[src/rtl/gradient_noise_2d_sampler_assert.svh]
// Assertion macros for the gradient noise sampler.
// Used by the top level; expects clk_i and rst_ni in the including scope.
`ifndef GRADIENT_NOISE_2D_SAMPLER_ASSERT_SVH
`define GRADIENT_NOISE_2D_SAMPLER_ASSERT_SVH

`ifndef SYNTHESIS

// The condition holds at every clock edge outside reset.
`define GNS_ASSERT_ALWAYS(label, cond, msg) \
  label: assert property (@(posedge clk_i) disable iff (!rst_ni) (cond)) \
    else $error(msg);

// The consequent holds in the same cycle as the antecedent.
`define GNS_ASSERT_IMPL(label, ante, cons, msg) \
  label: assert property (@(posedge clk_i) disable iff (!rst_ni) (ante) |-> (cons)) \
    else $error(msg);

// The consequent holds in the cycle after the antecedent.
`define GNS_ASSERT_NEXT(label, ante, cons, msg) \
  label: assert property (@(posedge clk_i) disable iff (!rst_ni) (ante) |=> (cons)) \
    else $error(msg);

`else

`define GNS_ASSERT_ALWAYS(label, cond, msg)
`define GNS_ASSERT_IMPL(label, ante, cons, msg)
`define GNS_ASSERT_NEXT(label, ante, cons, msg)

`endif

`endif

[src/rtl/gns_pkg.sv]
// Shared constants, types and the gradient selection function of the noise sampler.
// No dependencies; imported by every module of the block but gns_ram.
`timescale 1ns / 1ps

package gns_pkg;

  localparam int unsigned FRAC_BITS   = 16;
  localparam int unsigned CELL_W      = 8;
  localparam int unsigned COORD_W     = CELL_W + FRAC_BITS;
  localparam int unsigned TABLE_DEPTH = 1 << CELL_W;
  localparam int unsigned FADE_W      = FRAC_BITS + 1;
  localparam int unsigned BLEND_W     = FRAC_BITS + 4;
  localparam int unsigned GRAD_W      = FRAC_BITS + 3;
  localparam int unsigned DIFF_W      = GRAD_W + 1;
  localparam int unsigned PROD_W      = FADE_W + 1 + DIFF_W;
  localparam int unsigned TEN_ONE     = 10 * (1 << FRAC_BITS);
  localparam int unsigned NUM_STAGES  = 9;
  localparam int unsigned S_TDATA_W   = 64;
  localparam int unsigned M_TDATA_W   = 24;

  typedef enum logic {
    OP_WRITE  = 1'b0,
    OP_SAMPLE = 1'b1
  } op_e;

  typedef enum logic [2:0] {
    GRAD_PX_PY = 3'd0,
    GRAD_PX_NY = 3'd1,
    GRAD_NX_PY = 3'd2,
    GRAD_NX_NY = 3'd3,
    GRAD_PX    = 3'd4,
    GRAD_PY    = 3'd5,
    GRAD_NX    = 3'd6,
    GRAD_NY    = 3'd7
  } grad_e;

  // Bit k advances pipeline stage k.
  typedef logic [NUM_STAGES:1] stage_en_t;

  typedef struct packed {
    logic [CELL_W-1:0] aa;
    logic [CELL_W-1:0] ab;
    logic [CELL_W-1:0] ba;
    logic [CELL_W-1:0] bb;
  } hash_set_t;

  function automatic logic signed [GRAD_W-1:0] grad_value(
    input logic [CELL_W-1:0]         hash,
    input logic signed [FRAC_BITS:0] dx,
    input logic signed [FRAC_BITS:0] dy
  );
    logic signed [GRAD_W-1:0] ex;
    logic signed [GRAD_W-1:0] ey;
    logic signed [GRAD_W-1:0] res;
    ex = GRAD_W'(dx);
    ey = GRAD_W'(dy);
    case (grad_e'(hash[2:0]))
      GRAD_PX_PY: res = ex + ey;
      GRAD_PX_NY: res = ex - ey;
      GRAD_NX_PY: res = ey - ex;
      GRAD_NX_NY: res = -ex - ey;
      GRAD_PX:    res = ex;
      GRAD_PY:    res = ey;
      GRAD_NX:    res = -ex;
      GRAD_NY:    res = -ey;
      default:    res = '0;
    endcase
    return res;
  endfunction

endpackage

[src/rtl/gns_fade.sv]
// Quintic fade 6t^5 - 15t^4 + 10t^3 of one fraction, over pipeline stages 1 to 4.
// Depends on gns_pkg.
`timescale 1ns / 1ps

module gns_fade import gns_pkg::*; (
  input  logic                 clk_i,
  input  stage_en_t            en_i,
  input  logic [FRAC_BITS-1:0] frac_i,
  output logic [FADE_W-1:0]    fade_o
);

  logic [FRAC_BITS-1:0]     t1_q;
  logic [2*FRAC_BITS-1:0]   sq_d, sq_q;
  logic [2*FRAC_BITS+2:0]   six_sq;
  logic [2*FRAC_BITS-1:0]   t3p_d, t3p_q;
  logic [BLEND_W-1:0]       b_d, b_q;
  logic [FRAC_BITS+BLEND_W-1:0] fp_d, fp_q;
  logic [FADE_W-1:0]        fade_d, fade_q;

  assign sq_d = (2*FRAC_BITS)'(frac_i) * (2*FRAC_BITS)'(frac_i);

  // t*(6t - 15) reduces to floor(6t^2) - 15t, since 15t has no fraction bits.
  assign six_sq = ((2*FRAC_BITS+3)'(sq_q) << 1) + ((2*FRAC_BITS+3)'(sq_q) << 2);
  assign b_d    = BLEND_W'((BLEND_W+1)'(six_sq[2*FRAC_BITS+2:FRAC_BITS])
                         + (BLEND_W+1)'(TEN_ONE)
                         - (BLEND_W+1)'(t1_q) * (BLEND_W+1)'(15));
  assign t3p_d  = (2*FRAC_BITS)'(sq_q[2*FRAC_BITS-1:FRAC_BITS]) * (2*FRAC_BITS)'(t1_q);

  assign fp_d   = (FRAC_BITS+BLEND_W)'(t3p_q[2*FRAC_BITS-1:FRAC_BITS])
                * (FRAC_BITS+BLEND_W)'(b_q);
  assign fade_d = fp_q[FRAC_BITS+FADE_W-1:FRAC_BITS];

  always_ff @(posedge clk_i) begin
    if (en_i[1]) begin
      t1_q <= frac_i;
      sq_q <= sq_d;
    end
    if (en_i[2]) begin
      t3p_q <= t3p_d;
      b_q   <= b_d;
    end
    if (en_i[3]) begin
      fp_q <= fp_d;
    end
    if (en_i[4]) begin
      fade_q <= fade_d;
    end
  end

  assign fade_o = fade_q;

endmodule

[config.mk]
export PLATFORM = sky130hd
export DESIGN_NAME = gns_fade
export DESIGN_NICKNAME = d
export VERILOG_FILES = /design/src/rtl/gradient_noise_2d_sampler_assert.svh /design/src/rtl/gns_pkg.sv /design/src/rtl/gns_fade.sv
export SDC_FILE = /design/constraint.sdc
export NUM_CORES = 2
export LEC_CHECK = 0
export ABC_CLOCK_PERIOD_IN_PS = 13600
export BUFFER_PORTS_ARGS = -buffer_cell sky130_fd_sc_hd__buf_4
export CORE_MARGIN = 5
export CORE_UTILIZATION = 37
export CTS_CLUSTER_DIAMETER = 50
export DETAILED_ROUTE_END_ITERATION = 8
export PLACE_DENSITY_LB_ADDON = 0.3
export SLEW_MARGIN = 30
export SYNTH_ARGS = -nofsm -noshare
export SYNTH_HDL_FRONTEND = slang
export SYNTH_SLANG_ARGS = --single-unit
[constraint.sdc]
create_clock -name clk_i -period 13.6 [get_ports clk_i]
set_input_delay 2.04 -clock clk_i [delete_from_list [all_inputs] [get_ports clk_i]]
set_output_delay 2.04 -clock clk_i [all_outputs]
set_load 0.03 [all_outputs]
==> impl_metrics.csv <==
group,metric,value,unit
run_status,outcome,"complete, no violations",
sta,finalClockSkew,22.4,ps
worst_hold_path,min_path_cells,0,
floorplanning,ioPinCount,43,
clocking,cts_tree,"yes",
sta,rsz0062_at_grt,"no",
run,maxCapViolations,0,
sta,worst_slew_pin_slew,1010,ps
floorplanning,fp.dieW,301,um
final_layout,final_area,33300,sq um
route,drt_iter0_drc,967,
floorplanning,core_area,83700,sq um
sta,tns,0,ps
synthesis,ys_ff_latch,116,
synthesis,synth_fp_nets,4292,
setup_path,cp_slowest_cell,"fa_1",
setup_path,rr_startpoint,"t3p_q[20]",
clocking,numClockSinks,116,
synthesis,syn_area,31200,sq um
floorplanning,fp-row-count,106,
sta,drv_slew,0,
route,drc,0,
synthesis,synth_cell_types,61,
sta,setup_viol,0,
clocking,ctsRootBufferMaster,"clkbuf_16",
clocking,worstSkewPairLatency,480,ps
sta,post-route-period-util,58.1,%
placement,dpl_cell_area,32600,sq um
clocking,clockBufferDepth,2,
setup_path,crit_path_end_kind,"register",
grt,grt_antenna_before_repair,1,
grt,track_usage,16.1,%
setup_path,critical_path_class,"primary input to register",
setup_path,crit_path_cell_trace,"buf_4, and2_1, inv_1, fa_1, inv_1, fa_1, inv_1, fa_1, inv_1, fa_1, fa_1, inv_1, fa_1, inv_1, ha_1, a21o_1, a21o_1, a211o_1, a32o_1, a311oi_1, o211ai_1, a31o_1, a21oi_2, xnor2_1",
floorplanning,die_h,301,um
synthesis,ys_warn_count,0,
route,ant_nets,0,
setup_path,cp-start-kind,"primary input",
grt,grt_start_max_net_pins,47,
synthesis,avgSynthCellArea,9.59,sq um
route,via_per_inst,4.76,
setup_path,cp.arrival,8140,ps
sta,slew_headroom,32.8,%
worst_hold_path,hold_end,"fade_o[0]",
sta,min_period,7910,ps
setup_path,worst_path_largest_cell_delay,530,ps
worst_hold_path,hp-class,"register to register",
worst_hold_path,min_from,"fp_q[16]",
final_layout,final_common_cell,"inv_1",
placement,dp_hpwl,53900,um
sta,max_freq,126,MHz
route,wire_per_inst,15.6,um
setup_path,worst_ep_required_time,13830,ps
setup_path,critPathMaxFanout,19,
grt,grt_pass1_wl,118000,um
final_layout,layout-drive-gt1-share,3.15,%
setup_path,reg2reg_slack,6320,ps
sta,hold_viol_final,0,
placement,port-buffer-count,37,
synthesis,synth_cells,3256,
floorplanning,dieArea,90300,sq um
setup_path,r2r_cells,21,
route,drt-total-wl,68200,um
final_layout,antenna_cells,0,
route,routed-via-count,20800,
grt,grt_pass1_vias,23000,
synthesis,synth-main-ff-cell,"edfxtp_1",
route,firstDrtPassIters,5,
synthesis,synth_edf_count,116,
setup_path,r2r-end,"fp_q[32]",
sta,fin_hold_ws,416,ps
final_layout,layout_common_cells,"inv_1 (812), fa_1 (650), nand2_1 (393)",
floorplanning,start_util,37.3,%
clocking,cts-buffers-inserted,17,
clocking,clk_pin_slew_worst_paths,60,ps
synthesis,synthArstFlopShare,0,%
final_layout,area_growth,6.51,%
final_layout,finish.utilization,39.7,%
clocking,postCtsSetupRepairBufs,0,
clocking,cts_max_level,4,
grt,overflow,0,
clocking,hold_buffers,0,
final_layout,nets,4260,
synthesis,yosysSeqAreaShare,11.2,%
placement,place.gp.congestion,0.826,
clocking,cts_resized,0,
-- worst max-delay path: cells and delay by family --
kind	cells	cell delay [ps]
xor gates and xnor gates	1	80
and+or+nand+nor	1	220
AOI/OAI and AO/OA	8	2100
adders and majority gates	7	3110
buffers and inverters	7	590
-- state kept, by name, indices dropped and copies added (netlist names) --
name / count
sq_q: 30
b_q: 20
fade_o: 17
fp_q: 17
t1_q: 16
t3p_q: 16
-- worst max path at each step --
stage | startpoint | end | slack, ps | depth (start not counted)
floorplan | frac_i[3] | sq_q[31] | 5770 | 21
global placement | frac_i[5] | sq_q[31] | 5190 | 24
detailed placement | frac_i[6] | sq_q[31] | 5140 | 22
CTS | frac_i[2] | sq_q[31] | 5680 | 21
global route | frac_i[5] | sq_q[31] | 5420 | 24
finish | frac_i[5] | sq_q[31] | 5690 | 24
-- logic make-up after synthesis --
logic type      count (synthesis)  synth area share (%)
compound gates                233                  5.08
flops                         116                  11.2
mux                             2                0.0681
buf+inv                       913                  11.0
xor+xnor                       99                  2.78
simple gates                  883                  13.8
fa+ha+maj                    1010                  56.1
-- cell type report --
type	count	area (sq um)
fill	8331	50400
multi-input combinational	2227	24300
sequential	116	3480
inverter	812	3050
tap	1134	1420
clock buffer	18	429
timing repair buffer	50	394
clock inverter	14	176
-- metrics by stage --
stage,instances,setup WS (ps)
floorplan,3256,5770
detailed placement,4336,5140
finish,4371,5690
CTS,4368,5680
global placement,4336,5190
global route,4371,5420
-- cells in the mapped netlist, drive strengths merged, types with 23 or more instances --
cell / count / area, sq um
nand2: 393 / 1480
a21o: 42 / 315
and2: 316 / 1980
o21ai: 32 / 164
a21oi: 65 / 337
nor2: 75 / 282
ha: 360 / 4500
fa: 650 / 13000
edfxtp: 116 / 3480
clkbuf: 100 / 375
inv: 812 / 3050
xnor2: 76 / 666
xor2: 23 / 201
-- metal layers --
metal	vias to the layer above	part of all wire, %	track usage, %
met5	-	0	0
met4	0	1.8	3.93
met3	67	3.4	1.85
met2	335	48	27.6
met1	10700	47	22.1
li1	9741	-	-
Power is left out: the tool's default activity adds up to more than one toggle a clock period on the data nets, which glitch-free logic cannot reach.
